==> src/hw/rtl/stm_pkg.sv <==
// Shared types and constants for the sorted term accumulator.
// Used by every module of the block and by its checker; depends on nothing.

package stm_pkg;

    localparam int DEF_MAX_TERMS = 32;
    localparam int COEFF_W       = 32;
    localparam int POWER_W       = 16;
    localparam int COUNT_W       = 6;
    localparam int ENT_W         = POWER_W + COEFF_W;

    typedef enum logic [1:0] {
        REQ_INSERT = 2'd0,
        REQ_DUMP   = 2'd1,
        REQ_CLEAR  = 2'd2
    } t_req;

    typedef enum logic [2:0] {
        ST_MERGED   = 3'd0,
        ST_INSERTED = 3'd1,
        ST_DROPPED  = 3'd2,
        ST_TERM     = 3'd3,
        ST_EMPTY    = 3'd4,
        ST_CLEARED  = 3'd5
    } t_status;

    typedef enum logic [3:0] {
        S_IDLE,
        S_SRCH_RD,
        S_SRCH_CMP,
        S_PLACE,
        S_SHIFT_RD,
        S_SHIFT_WR,
        S_DUMP_RD,
        S_DUMP_OUT,
        S_EMPTY,
        S_CLEAR
    } t_state;

    typedef struct packed {
        t_status                    status;
        logic signed [COEFF_W-1:0]  coeff;
        logic signed [POWER_W-1:0]  power;
        logic [COUNT_W-1:0]         count;
        logic                       last;
    } t_result;

endpackage

==> src/hw/rtl/sorted_term_accumulator.sv <==
// Top level of the sorted term accumulator: sequencer, term memory, output register.
// Depends on stm_pkg, stm_ctrl, stm_mem and stm_outreg.
//
// Usage: a sparse polynomial is held as a table of terms sorted by descending power.
// The input channel (i_in_valid / o_in_ready) takes one request per transfer:
// insert or accumulate a term, dump all terms, or clear. The output channel
// (o_out_valid / i_out_ready) returns one result per transfer.
// Insert and clear give one result; a dump gives one result per held term, with
// o_last on the final one, or a single empty result when nothing is held.
// Timing is set by the single read port of the term memory: an insert reads
// each entry searched and each entry shifted, and a dump reads each term in turn.
// A clear or an empty dump needs no memory access. The result is offered from
// the edge that loads it, and a new request can be taken in the cycle after.
// A new request is taken only once the previous one has produced all results.
// The output register holds a result until the receiver takes it; a stalled
// receiver pauses the sequencer while the register stays full.
// Reset (synchronous, active low) empties the table at once; no clearing pass.

module sorted_term_accumulator #(
    parameter int MAX_TERMS = stm_pkg::DEF_MAX_TERMS
) (
    input  logic                               i_clk,
    input  logic                               i_rst_n,
    input  logic                               i_in_valid,
    output logic                               o_in_ready,
    input  logic [1:0]                         i_req_type,
    input  logic signed [stm_pkg::COEFF_W-1:0] i_coeff_in,
    input  logic signed [stm_pkg::POWER_W-1:0] i_power_in,
    output logic                               o_out_valid,
    input  logic                               i_out_ready,
    output logic [2:0]                         o_status,
    output logic signed [stm_pkg::COEFF_W-1:0] o_coeff_out,
    output logic signed [stm_pkg::POWER_W-1:0] o_power_out,
    output logic [stm_pkg::COUNT_W-1:0]        o_term_count,
    output logic                               o_last
);
    import stm_pkg::*;

    localparam int IDX_W = (MAX_TERMS > 1) ? $clog2(MAX_TERMS) : 1;
    localparam int CNT_W = $clog2(MAX_TERMS + 1);

    logic             mem_rd_en;
    logic [IDX_W-1:0] mem_rd_addr;
    logic [ENT_W-1:0] mem_rd_data;
    logic             mem_wr_en;
    logic [IDX_W-1:0] mem_wr_addr;
    logic [ENT_W-1:0] mem_wr_data;
    logic             out_free;
    logic             res_load;
    t_result          res;

    stm_ctrl #(
        .MAX_TERMS (MAX_TERMS),
        .IDX_W     (IDX_W),
        .CNT_W     (CNT_W)
    ) u_ctrl (
        .i_clk         (i_clk),
        .i_rst_n       (i_rst_n),
        .i_in_valid    (i_in_valid),
        .o_in_ready    (o_in_ready),
        .i_req_type    (i_req_type),
        .i_coeff_in    (i_coeff_in),
        .i_power_in    (i_power_in),
        .o_mem_rd_en   (mem_rd_en),
        .o_mem_rd_addr (mem_rd_addr),
        .i_mem_rd_data (mem_rd_data),
        .o_mem_wr_en   (mem_wr_en),
        .o_mem_wr_addr (mem_wr_addr),
        .o_mem_wr_data (mem_wr_data),
        .i_out_free    (out_free),
        .o_load        (res_load),
        .o_res         (res)
    );

    stm_mem #(
        .DEPTH (MAX_TERMS),
        .IDX_W (IDX_W)
    ) u_mem (
        .i_clk     (i_clk),
        .i_wr_en   (mem_wr_en),
        .i_wr_addr (mem_wr_addr),
        .i_wr_data (mem_wr_data),
        .i_rd_en   (mem_rd_en),
        .i_rd_addr (mem_rd_addr),
        .o_rd_data (mem_rd_data)
    );

    stm_outreg u_outreg (
        .i_clk        (i_clk),
        .i_rst_n      (i_rst_n),
        .i_load       (res_load),
        .i_res        (res),
        .o_free       (out_free),
        .o_out_valid  (o_out_valid),
        .i_out_ready  (i_out_ready),
        .o_status     (o_status),
        .o_coeff_out  (o_coeff_out),
        .o_power_out  (o_power_out),
        .o_term_count (o_term_count),
        .o_last       (o_last)
    );

endmodule

==> src/hw/rtl/stm_mem.sv <==
// Term table storage: one write port and one read port with registered read data.
// Depends on stm_pkg for the entry width.

module stm_mem #(
    parameter int DEPTH = stm_pkg::DEF_MAX_TERMS,
    parameter int IDX_W = (DEPTH > 1) ? $clog2(DEPTH) : 1
) (
    input  logic                      i_clk,
    input  logic                      i_wr_en,
    input  logic [IDX_W-1:0]          i_wr_addr,
    input  logic [stm_pkg::ENT_W-1:0] i_wr_data,
    input  logic                      i_rd_en,
    input  logic [IDX_W-1:0]          i_rd_addr,
    output logic [stm_pkg::ENT_W-1:0] o_rd_data
);
    import stm_pkg::*;

    logic [ENT_W-1:0] r_mem [DEPTH];
    logic [ENT_W-1:0] r_rd_data;

    always_ff @(posedge i_clk) begin
        if (i_wr_en) begin
            r_mem[i_wr_addr] <= i_wr_data;
        end
    end

    // Read data holds until the next read, so the sequencer may wait on it.
    always_ff @(posedge i_clk) begin
        if (i_rd_en) begin
            r_rd_data <= r_mem[i_rd_addr];
        end
    end

    assign o_rd_data = r_rd_data;

endmodule

==> src/hw/rtl/stm_outreg.sv <==
// Output register for result transfers; frees the sequencer from the receiver.
// Depends on stm_pkg for the result struct.

module stm_outreg (
    input  logic                               i_clk,
    input  logic                               i_rst_n,
    input  logic                               i_load,
    input  stm_pkg::t_result                   i_res,
    output logic                               o_free,
    output logic                               o_out_valid,
    input  logic                               i_out_ready,
    output logic [2:0]                         o_status,
    output logic signed [stm_pkg::COEFF_W-1:0] o_coeff_out,
    output logic signed [stm_pkg::POWER_W-1:0] o_power_out,
    output logic [stm_pkg::COUNT_W-1:0]        o_term_count,
    output logic                               o_last
);
    import stm_pkg::*;

    logic    r_valid;
    t_result r_res;

    always_ff @(posedge i_clk) begin
        if (!i_rst_n) begin
            r_valid <= 1'b0;
        end else if (i_load) begin
            r_valid <= 1'b1;
        end else if (i_out_ready) begin
            r_valid <= 1'b0;
        end
    end

    always_ff @(posedge i_clk) begin
        if (i_load) begin
            r_res <= i_res;
        end
    end

    assign o_free       = !r_valid || i_out_ready;
    assign o_out_valid  = r_valid;
    assign o_status     = r_res.status;
    assign o_coeff_out  = r_res.coeff;
    assign o_power_out  = r_res.power;
    assign o_term_count = r_res.count;
    assign o_last       = r_res.last;

endmodule

==> src/hw/rtl/stm_ctrl.sv <==
// Sequencer: searches, shifts and dumps the term table through the memory port.
// Depends on stm_pkg for states, request and status codes and the result struct.

module stm_ctrl #(
    parameter int MAX_TERMS = stm_pkg::DEF_MAX_TERMS,
    parameter int IDX_W     = (MAX_TERMS > 1) ? $clog2(MAX_TERMS) : 1,
    parameter int CNT_W     = $clog2(MAX_TERMS + 1)
) (
    input  logic                               i_clk,
    input  logic                               i_rst_n,
    input  logic                               i_in_valid,
    output logic                               o_in_ready,
    input  logic [1:0]                         i_req_type,
    input  logic signed [stm_pkg::COEFF_W-1:0] i_coeff_in,
    input  logic signed [stm_pkg::POWER_W-1:0] i_power_in,
    output logic                               o_mem_rd_en,
    output logic [IDX_W-1:0]                   o_mem_rd_addr,
    input  logic [stm_pkg::ENT_W-1:0]          i_mem_rd_data,
    output logic                               o_mem_wr_en,
    output logic [IDX_W-1:0]                   o_mem_wr_addr,
    output logic [stm_pkg::ENT_W-1:0]          o_mem_wr_data,
    input  logic                               i_out_free,
    output logic                               o_load,
    output stm_pkg::t_result                   o_res
);
    import stm_pkg::*;

    localparam logic [CNT_W-1:0] MAX_CNT = CNT_W'(MAX_TERMS);

    t_state                    r_state, n_state;
    logic [CNT_W-1:0]          r_count, n_count;
    logic [CNT_W-1:0]          r_idx, n_idx;
    logic [CNT_W-1:0]          r_j, n_j;
    logic signed [COEFF_W-1:0] r_coeff, n_coeff;
    logic signed [POWER_W-1:0] r_power, n_power;

    logic signed [POWER_W-1:0] rd_power;
    logic signed [COEFF_W-1:0] rd_coeff;
    logic [CNT_W-1:0]          idx_inc;
    logic [CNT_W-1:0]          j_dec;
    logic [CNT_W-1:0]          count_inc;

    // The reported count is the low bits of the held count.
    function automatic logic [COUNT_W-1:0] to_count6(input logic [CNT_W-1:0] cnt);
        logic [CNT_W+COUNT_W-1:0] ext;
        ext = {{COUNT_W{1'b0}}, cnt};
        return ext[COUNT_W-1:0];
    endfunction

    assign rd_power  = i_mem_rd_data[ENT_W-1:COEFF_W];
    assign rd_coeff  = i_mem_rd_data[COEFF_W-1:0];
    assign idx_inc   = r_idx + 1'b1;
    assign j_dec     = r_j - 1'b1;
    assign count_inc = r_count + 1'b1;

    always_ff @(posedge i_clk) begin
        if (!i_rst_n) begin
            r_state <= S_IDLE;
            r_count <= '0;
        end else begin
            r_state <= n_state;
            r_count <= n_count;
        end
    end

    always_ff @(posedge i_clk) begin
        r_idx   <= n_idx;
        r_j     <= n_j;
        r_coeff <= n_coeff;
        r_power <= n_power;
    end

    always_comb begin
        n_state       = r_state;
        n_count       = r_count;
        n_idx         = r_idx;
        n_j           = r_j;
        n_coeff       = r_coeff;
        n_power       = r_power;
        o_in_ready    = 1'b0;
        o_mem_rd_en   = 1'b0;
        o_mem_rd_addr = r_idx[IDX_W-1:0];
        o_mem_wr_en   = 1'b0;
        o_mem_wr_addr = r_idx[IDX_W-1:0];
        o_mem_wr_data = {r_power, r_coeff};
        o_load        = 1'b0;
        o_res.status  = ST_EMPTY;
        o_res.coeff   = '0;
        o_res.power   = '0;
        o_res.count   = to_count6(r_count);
        o_res.last    = 1'b1;

        case (r_state)
            S_IDLE: begin
                o_in_ready = 1'b1;
                if (i_in_valid) begin
                    n_coeff = i_coeff_in;
                    n_power = i_power_in;
                    n_idx   = '0;
                    case (i_req_type)
                        REQ_INSERT: n_state = S_SRCH_RD;
                        REQ_DUMP:   n_state = (r_count == '0) ? S_EMPTY : S_DUMP_RD;
                        REQ_CLEAR:  n_state = S_CLEAR;
                        default:    n_state = S_IDLE;
                    endcase
                end
            end
            S_SRCH_RD: begin
                if (r_idx < r_count) begin
                    o_mem_rd_en = 1'b1;
                    n_state     = S_SRCH_CMP;
                end else begin
                    n_state = S_PLACE;
                end
            end
            S_SRCH_CMP: begin
                if (rd_power > r_power) begin
                    n_idx   = idx_inc;
                    n_state = S_SRCH_RD;
                end else if (rd_power == r_power) begin
                    if (i_out_free) begin
                        o_mem_wr_en   = 1'b1;
                        o_mem_wr_data = {r_power, rd_coeff + r_coeff};
                        o_load        = 1'b1;
                        o_res.status  = ST_MERGED;
                        o_res.coeff   = rd_coeff + r_coeff;
                        o_res.power   = r_power;
                        n_state       = S_IDLE;
                    end
                end else begin
                    n_state = S_PLACE;
                end
            end
            S_PLACE: begin
                if (r_count >= MAX_CNT) begin
                    if (i_out_free) begin
                        o_load       = 1'b1;
                        o_res.status = ST_DROPPED;
                        o_res.coeff  = r_coeff;
                        o_res.power  = r_power;
                        n_state      = S_IDLE;
                    end
                end else begin
                    n_j     = r_count;
                    n_state = S_SHIFT_RD;
                end
            end
            S_SHIFT_RD: begin
                // Move entries up one place, from the top down to the insert point.
                if (r_j > r_idx) begin
                    o_mem_rd_en   = 1'b1;
                    o_mem_rd_addr = j_dec[IDX_W-1:0];
                    n_state       = S_SHIFT_WR;
                end else if (i_out_free) begin
                    o_mem_wr_en  = 1'b1;
                    n_count      = count_inc;
                    o_load       = 1'b1;
                    o_res.status = ST_INSERTED;
                    o_res.coeff  = r_coeff;
                    o_res.power  = r_power;
                    o_res.count  = to_count6(count_inc);
                    n_state      = S_IDLE;
                end
            end
            S_SHIFT_WR: begin
                o_mem_wr_en   = 1'b1;
                o_mem_wr_addr = r_j[IDX_W-1:0];
                o_mem_wr_data = i_mem_rd_data;
                n_j           = j_dec;
                n_state       = S_SHIFT_RD;
            end
            S_DUMP_RD: begin
                o_mem_rd_en = 1'b1;
                n_state     = S_DUMP_OUT;
            end
            S_DUMP_OUT: begin
                if (i_out_free) begin
                    o_load       = 1'b1;
                    o_res.status = ST_TERM;
                    o_res.coeff  = rd_coeff;
                    o_res.power  = rd_power;
                    o_res.last   = (idx_inc == r_count);
                    n_idx        = idx_inc;
                    n_state      = (idx_inc == r_count) ? S_IDLE : S_DUMP_RD;
                end
            end
            S_EMPTY: begin
                if (i_out_free) begin
                    o_load       = 1'b1;
                    o_res.status = ST_EMPTY;
                    n_state      = S_IDLE;
                end
            end
            S_CLEAR: begin
                if (i_out_free) begin
                    n_count      = '0;
                    o_load       = 1'b1;
                    o_res.status = ST_CLEARED;
                    o_res.count  = '0;
                    n_state      = S_IDLE;
                end
            end
            default: begin
                n_state = S_IDLE;
            end
        endcase
    end

endmodule

==> config.mk <==
export PLATFORM = sky130hd
export DESIGN_NAME = sorted_term_accumulator
export DESIGN_NICKNAME = d
export VERILOG_FILES = /design/src/hw/rtl/stm_pkg.sv /design/src/hw/rtl/sorted_term_accumulator.sv /design/src/hw/rtl/stm_mem.sv /design/src/hw/rtl/stm_outreg.sv /design/src/hw/rtl/stm_ctrl.sv
export SDC_FILE = /design/constraint.sdc
export NUM_CORES = 2
export LEC_CHECK = 0
export BUFFER_PORTS_ARGS = -buffer_cell sky130_fd_sc_hd__buf_4
export CORE_MARGIN = 8
export CORE_UTILIZATION = 57
export DETAILED_ROUTE_END_ITERATION = 10
export PLACE_DENSITY = 0.79
export SLEW_MARGIN = 10
export SYNTH_ARGS = -nofsm -noshare
export SYNTH_HDL_FRONTEND = slang
export SYNTH_SLANG_ARGS = --single-unit
==> constraint.sdc <==
create_clock -name i_clk -period 4.9 [get_ports i_clk]
set_input_delay 0.245 -clock i_clk [delete_from_list [all_inputs] [get_ports i_clk]]
set_output_delay 0.245 -clock i_clk [all_outputs]
set_load 0.02 [all_outputs]
### Word-level counts from Yosys, hierarchy flattened

Memories as Yosys holds them, arrays and structs flattened. A register that Yosys moved wholly into a read port is not among the register bits.
Index checks and enable logic that the tools add are counted.

* eq/ne operators: 19
* add/sub/neg operators: 4
* mux-type cells: 56
* magnitude comparators: 4
* reduce and logical (&&, ||, !) cells: 17

Operators by type and width (number)
* $mux W51: 6
* $pmux W48 S4: 1
* $mux W57: 2
* $mux W32: 3
* $pmux W48 S2: 1
* $mux W6: 7
* $pmux W4 S9: 1
* $pmux W6 S2: 3
* $add A32 B32 Y32: 1
* $mux W4: 8
* $pmux W6 S3: 1
* $eq A16 B16 Y1: 1
* $eq A4 B3 Y1 const B: 4
* $gt A16 B16 Y1: 1
* $mux W5: 3
* $pmux W3 S5: 1
* $mux W1: 14
* $add A6 B1 Y6 const B: 2
* $pmux W4 S3: 1
* $ne A2 B2 Y1 const B: 5
* $eq A4 B2 Y1 const B: 2
* $eq A4 B4 Y1 const B: 2
* $reduce_and A2 Y1: 4
* $eq A6 B6 Y1: 1
* other kinds (22): 25

* input port bits: 54
* bits in writable memories: 1536
* logic and storage cells: 113
* flip-flop bits (word level): 129
* memories kept: 1
* output and inout bits: 60

Memory list
* u_mem.r_mem: words 32, width 48, read ports 1, clocked after Yosys merged registers in 1, write ports 1, line stm_mem.sv:18 `logic [ENT_W-1:0] r_mem [DEPTH];`

### Longest topological paths before layout

* depth after elaboration: 8
* gate-level depth with buffers: 17
* depth with buffers taken out: 11

### Cells and area by module

From an unflattened synthesis, not the netlist that was laid out.

* cell total of the unflattened synthesis: 4355
* area, all modules: 70244.9 um^2

Modules (own cells, without submodules)
* stm_mem: seq. area each 47565.6 um^2, area each 61205.0 um^2, times used 1, cells an instance 3364
* stm_ctrl: seq. area each 2001.9 um^2, area each 7249.5 um^2, times used 1, cells an instance 929
* stm_outreg: seq. area each 1761.7 um^2, area each 1790.5 um^2, times used 1, cells an instance 62

### Worst setup path before layout

No wires, ideal clock.

* kind: reg2reg
* start point: register u_ctrl.r_idx[3]
* end point: memory u_mem.r_mem[12][0] (netlist bit) (enable)
* arrival time: 4528 ps
* required time: 4446 ps
* path slack: -81 ps
* clock period less this slack: 4981 ps
* path buffers: 1
* setup time: 454 ps
* stages on the path, launching flop included: 12
* cell sequence: edfxtp_1 -> clkbuf_1 -> inv_1 -> ha_1 -> a211oi_1 -> nor2_1 -> o32a_1 -> nor2_1 -> a21oi_1 -> o21ai_0 -> nand2_1 -> nor2_1

* cells in the longest elaborated chain, start to end: 5
* elaborated cells between the ends (all ways): 6
* classes of those cells: order compare (1); mux (5)

RTL lines
* start, declared: line stm_ctrl.sv:32 `logic [CNT_W-1:0] r_idx, n_idx;`
* start signal, assigned: line stm_ctrl.sv:67 `r_idx <= n_idx;`
* $gt A6 B6 Y1: line stm_ctrl.sv:150 `if (r_j > r_idx) begin`
* $mux W1: line stm_ctrl.sv:150
* $pmux W1 S3: line stm_ctrl.sv:93 `case (r_state)`
* $mux W1: line stm_mem.sv:22 `if (i_wr_en) begin`
* $mux W1 (not written as such): line stm_mem.sv:23 `r_mem[i_wr_addr] <= i_wr_data;`
* end, declared: line stm_mem.sv:18

Several ways; a longest one is shown, not always the timed one.

### Final worst setup path

* start point: register u_ctrl.r_idx[1]
* end point: register u_mem.r_rd_data[1], in the netlist u_mem.o_rd_data[1], read port of u_mem.r_mem (data pin)

* cells in the longest elaborated chain, start to end: 3
* elaborated cells between the ends (all ways): 7
* classes of those cells: order compare (2); mux (5)

RTL lines
* $gt A6 B6 Y1 or $lt A6 B6 Y1 (tied branches): line stm_ctrl.sv:150, stm_ctrl.sv:109
* $mux W1, or another cell as far along: line stm_ctrl.sv:150
* $pmux W1 S3 or $mux W5 (tied branches): line stm_ctrl.sv:93
* end, declared: line stm_mem.sv:19 `logic [ENT_W-1:0] r_rd_data;`

Several ways; a longest one is shown, not always the timed one.
A chain may end at the register's enable or synchronous reset.

==> reports/summary.txt <==
STA
--------------------------------------------------------------------------------
Worst slew slack as a fraction of its limit                                0.144
Post-layout worst setup margin                                          0.125 ns
RSZ-0062 raised after global routing                                       false
Total of endpoints with negative setup slack in the final report               0
Slew at the pin closest to its max-slew limit                            1.28 ns
Hold Fails Final Rpt                                                           0
Final period utilization                                                   0.974
WHS                                                                    0.0950 ns
Achievable frequency                                                   0.209 GHz
Setup skew after layout                                                0.0283 ns
Final critical delay including setup and external delays                 4.77 ns
Max Transition Viols Final                                                     0
Fin Setup TNS                                                               0 ns

FLOORPLANNING
--------------------------------------------------------------------------------
I/O pin count                                                                114
Die outline height                                                        366 µm
Die area                                                              134000 µm²
Row cnt                                                                      128
Horizontal die dimension                                                  366 µm
Core footprint                                                        122000 µm²
Initial core utilization                                                   0.574

SETUP PATH
--------------------------------------------------------------------------------
Crit Path Max Fanout                                                          49
Standard cell with the maximum stage delay on the critical path     sky130_fd_sc_hd__nor4_2
Type of the worst setup path                                        flop to flop
Critical Path, Cell by Cell                                         inv_1, ha_1, nand2b_1, a21oi_1, o31a_1, mux2_8, buf_12, buf_4, nand2_1, nand3_1, o2111ai_1, nor4_2
Max stage delay on crit path                                             0.96 ns
Kind of capture point of the worst setup path                               flop
Crit-path leading delay family                                      simple AND/OR/NAND/NOR gates
Critical path arrival                                                    5.23 ns
Crit path required time                                                  5.35 ns
Bufs and invs on worst path                                                    3
Launching element type of the critical path                                 flop

POWER
--------------------------------------------------------------------------------
VDD IR max                                                              0.382 mV
PnR Total Power                                                          34.9 mW
Reported leakage power                                                   27.1 nW
Areal power density over the cells                                    435 nW/µm²

GLOBAL ROUTE
--------------------------------------------------------------------------------
Antenna violations before repair                                               9
Largest net degree at the start of global routing                             63
Remaining global-route overflow                                                0
Global-route total usage across every layer                                0.291
First-pass GRT wire length                                             292000 µm
Number of global-route vias before repair                                  44.6k

CLOCK NETWORK
--------------------------------------------------------------------------------
Max H-tree Level                                                               4
Worst-skew pair later-pin latency                                        0.79 ns
Clock Path Buffers                                                             3
Reg clk slew, reported paths                                             0.06 ns
Clock tree from TritonCTS                                                   done
Clock sink total                                                            1713
CTS-repair resized insts                                                       0
Clock Root Buffer                                                   sky130_fd_sc_hd__clkbuf_16
Num CTS Buffers                                                              166
Postcts setup bufs                                                             0

FINAL LAYOUT
--------------------------------------------------------------------------------
Most frequent cells in the layout                                   sky130_fd_sc_hd__edfxtp_1, sky130_fd_sc_hd__nand2_1, sky130_fd_sc_hd__nor2_1
Leading cell type in the layout, fill and taps excluded             sky130_fd_sc_hd__edfxtp_1
Net count of the finished layout                                            5533
Proportion of layout cells with a drive suffix above 1                     0.129
Synth-to-Final Area Change                                                 14.9%
Finished layout cell area                                              80200 µm²

SYNTHESIS
--------------------------------------------------------------------------------
Cell types occupying the most area after synthesis                  sky130_fd_sc_hd__edfxtp_1, sky130_fd_sc_hd__nand2_1, sky130_fd_sc_hd__nand3_1
Mean area per synthesized cell                                          13.6 µm²
Synthesized net count                                                       5239
Share of synthesized flip-flops with an asynchronous set or reset              0
Total standard cell area after synthesis                               69800 µm²
Number of synthesized register bits                                         1713
Main synth FF type                                                  sky130_fd_sc_hd__edfxtp_1
Number of enable flip-flop cells after synthesis                            1702
Number of distinct library cells after synthesis                              73
Sequential share of the synthesized area                                   0.735
Yosys warning count                                                            0
Post-Synthesis Cells                                                        5120
Cell taking the most area after synthesis                           sky130_fd_sc_hd__edfxtp_1
Yosys top cell area share                                                  0.732

DETAILED ROUTING
--------------------------------------------------------------------------------
Total Wirelength                                                       203000 µm
Average routed wire per standard cell                                    28.2 µm
Count of unresolved DRC violations after routing                               0
Routed Antenna Nets                                                            0
Avg Vias per Cell                                                           6.51
Total number of vias                                                       46.7k
Violation count after the first detailed-routing iteration                  7806
Pre-Repair DR Iteration Count                                                  7

PLACE
--------------------------------------------------------------------------------
Routability congestion estimate from global placement                      0.916
Area after detailed placement                                          74600 µm²
Post-Place Setup Slack                                                  0.367 ns
IO Port Bufs                                                                 113
Post-detail-place hpwl                                                 116000 µm

RUN
--------------------------------------------------------------------------------
Maximum capacitance violations                                                 0

MIN PATH
--------------------------------------------------------------------------------
Worst Hold Class                                                    primary input to flop

OUTCOME
--------------------------------------------------------------------------------
Outcome                                                             complete, no violations

[synthesized netlist by cell type (8+ instances only)]
| library cell | number |
|---|---|
| sky130_fd_sc_hd__a211oi_1 | 106 |
| sky130_fd_sc_hd__a21o_1 | 20 |
| sky130_fd_sc_hd__a21oi_1 | 53 |
| sky130_fd_sc_hd__a221o_1 | 23 |
| sky130_fd_sc_hd__a22o_1 | 16 |
| sky130_fd_sc_hd__a22oi_1 | 23 |
| sky130_fd_sc_hd__a31oi_1 | 9 |
| sky130_fd_sc_hd__and2_1 | 112 |
| sky130_fd_sc_hd__and3_1 | 17 |
| sky130_fd_sc_hd__buf_2 | 130 |
| sky130_fd_sc_hd__buf_4 | 27 |
| sky130_fd_sc_hd__buf_6 | 8 |
| sky130_fd_sc_hd__clkbuf_1 | 118 |
| sky130_fd_sc_hd__dfxtp_1 | 11 |
| sky130_fd_sc_hd__edfxtp_1 | 1702 |
| sky130_fd_sc_hd__ha_1 | 64 |
| sky130_fd_sc_hd__inv_1 | 42 |
| sky130_fd_sc_hd__mux2_1 | 75 |
| sky130_fd_sc_hd__mux2_2 | 22 |
| sky130_fd_sc_hd__mux2i_1 | 9 |
| sky130_fd_sc_hd__nand2_1 | 959 |
| sky130_fd_sc_hd__nand2b_1 | 12 |
| sky130_fd_sc_hd__nand3_1 | 420 |
| sky130_fd_sc_hd__nand3b_1 | 51 |
| sky130_fd_sc_hd__nand4_1 | 15 |
| sky130_fd_sc_hd__nor2_1 | 536 |
| sky130_fd_sc_hd__nor2b_1 | 12 |
| sky130_fd_sc_hd__nor3_1 | 26 |
| sky130_fd_sc_hd__nor4_1 | 35 |
| sky130_fd_sc_hd__nor4_2 | 21 |
| sky130_fd_sc_hd__o2111ai_1 | 144 |
| sky130_fd_sc_hd__o21ai_0 | 70 |
| sky130_fd_sc_hd__o21bai_1 | 8 |
| sky130_fd_sc_hd__o22ai_1 | 51 |
| sky130_fd_sc_hd__o31ai_1 | 13 |
| sky130_fd_sc_hd__o41ai_1 | 11 |
| sky130_fd_sc_hd__or3_1 | 52 |
| sky130_fd_sc_hd__xnor2_1 | 22 |
| sky130_fd_sc_hd__xor2_1 | 13 |
[area by class of cell]
type / instances / area [µm²]
clock buffer: 205 / 4390
sequential: 1713 / 51300
antenna: 3 / 7.51
fill: 8045 / 41500
multi-input combinational: 3069 / 17400
inverter: 42 / 158
clock inverter: 97 / 757
tap: 1625 / 2030
timing repair buffer: 422 / 4210
[worst paths after layout]
kind | start | end | slack (ns) | cells after the start
worst max-delay path | u_ctrl.r_idx[1]$_SDFFCE_PN0P_ | u_mem.o_rd_data[1]$_DFFE_PP_ | 0.13 | 12
worst min-delay path | i_out_ready | u_outreg.o_last$_SDFFCE_PN1P_ | 0.1 | 4
worst max register to register | u_ctrl.r_idx[1]$_SDFFCE_PN0P_ | u_mem.o_rd_data[1]$_DFFE_PP_ | 0.13 | 12
worst min register to register | u_ctrl.r_power[7]$_DFFE_PP_ | u_outreg.o_power_out[7]$_DFFE_PP_ | 0.59 | 1
[flip-flops by register name, indices dropped and copies added, names as in the netlist]
name / cells
u_ctrl.r_coeff: 32
u_ctrl.r_count: 6
u_ctrl.r_idx: 6
u_ctrl.r_j: 6
u_ctrl.r_power: 16
u_ctrl.r_state: 4
u_mem.o_rd_data: 48
u_mem.r_mem: 1536
u_outreg.o_coeff_out: 32
u_outreg.o_last: 1
u_outreg.o_out_valid: 1
u_outreg.o_power_out: 16
u_outreg.o_status: 3
u_outreg.o_term_count: 6
[tightest hold or removal path: cells and delay by family]
kind / cells / cell delay, ns
and+or+nand+nor: 2 / 0.23
buffers and inverters: 2 / 0.30
[routing by layer]
metal / vias up / share of wire / global-route usage
met2: 3761 / 0.44 / 0.439
li1: 19700 / - / -
met4: 6 / 0.050 / 0.125
met1: 22700 / 0.36 / 0.395
met5: - / 0.00020 / 0
met3: 650 / 0.15 / 0.0876
[cells by family after synthesis]
kind of cell,synth area share
AO/OA/AOI/OAI,0.0618
AND/OR/NAND/NOR,0.146
buffers and inverters,0.0238
adder cells (fa/ha/maj),0.0118
XOR/XNOR,0.00439
flip-flops,0.735
multiplexers,0.0175
[power breakdown]
group	switching [mW]	internal [mW]	total [mW]
clock	5.36	6.84	12.2
combinational	4.09	1.85	5.94
sequential	0.152	16.6	16.8
[metrics by stage]
stage	cells	utilization
2_1_floorplan	5120	-
3_3_place_gp	6818	0.612
3_5_place_dp	6818	0.613
4_1_cts	7173	0.659
5_1_grt	7173	0.659
6_report	7176	0.659
[what timing repair did]
item	4_1_cts	5_1_grt
endpoints found under the setup margin	0	0
hold buffers	53	0
endpoints found under the hold margin	59	0
No activity file was read; power rests on OpenSTA's default activity.
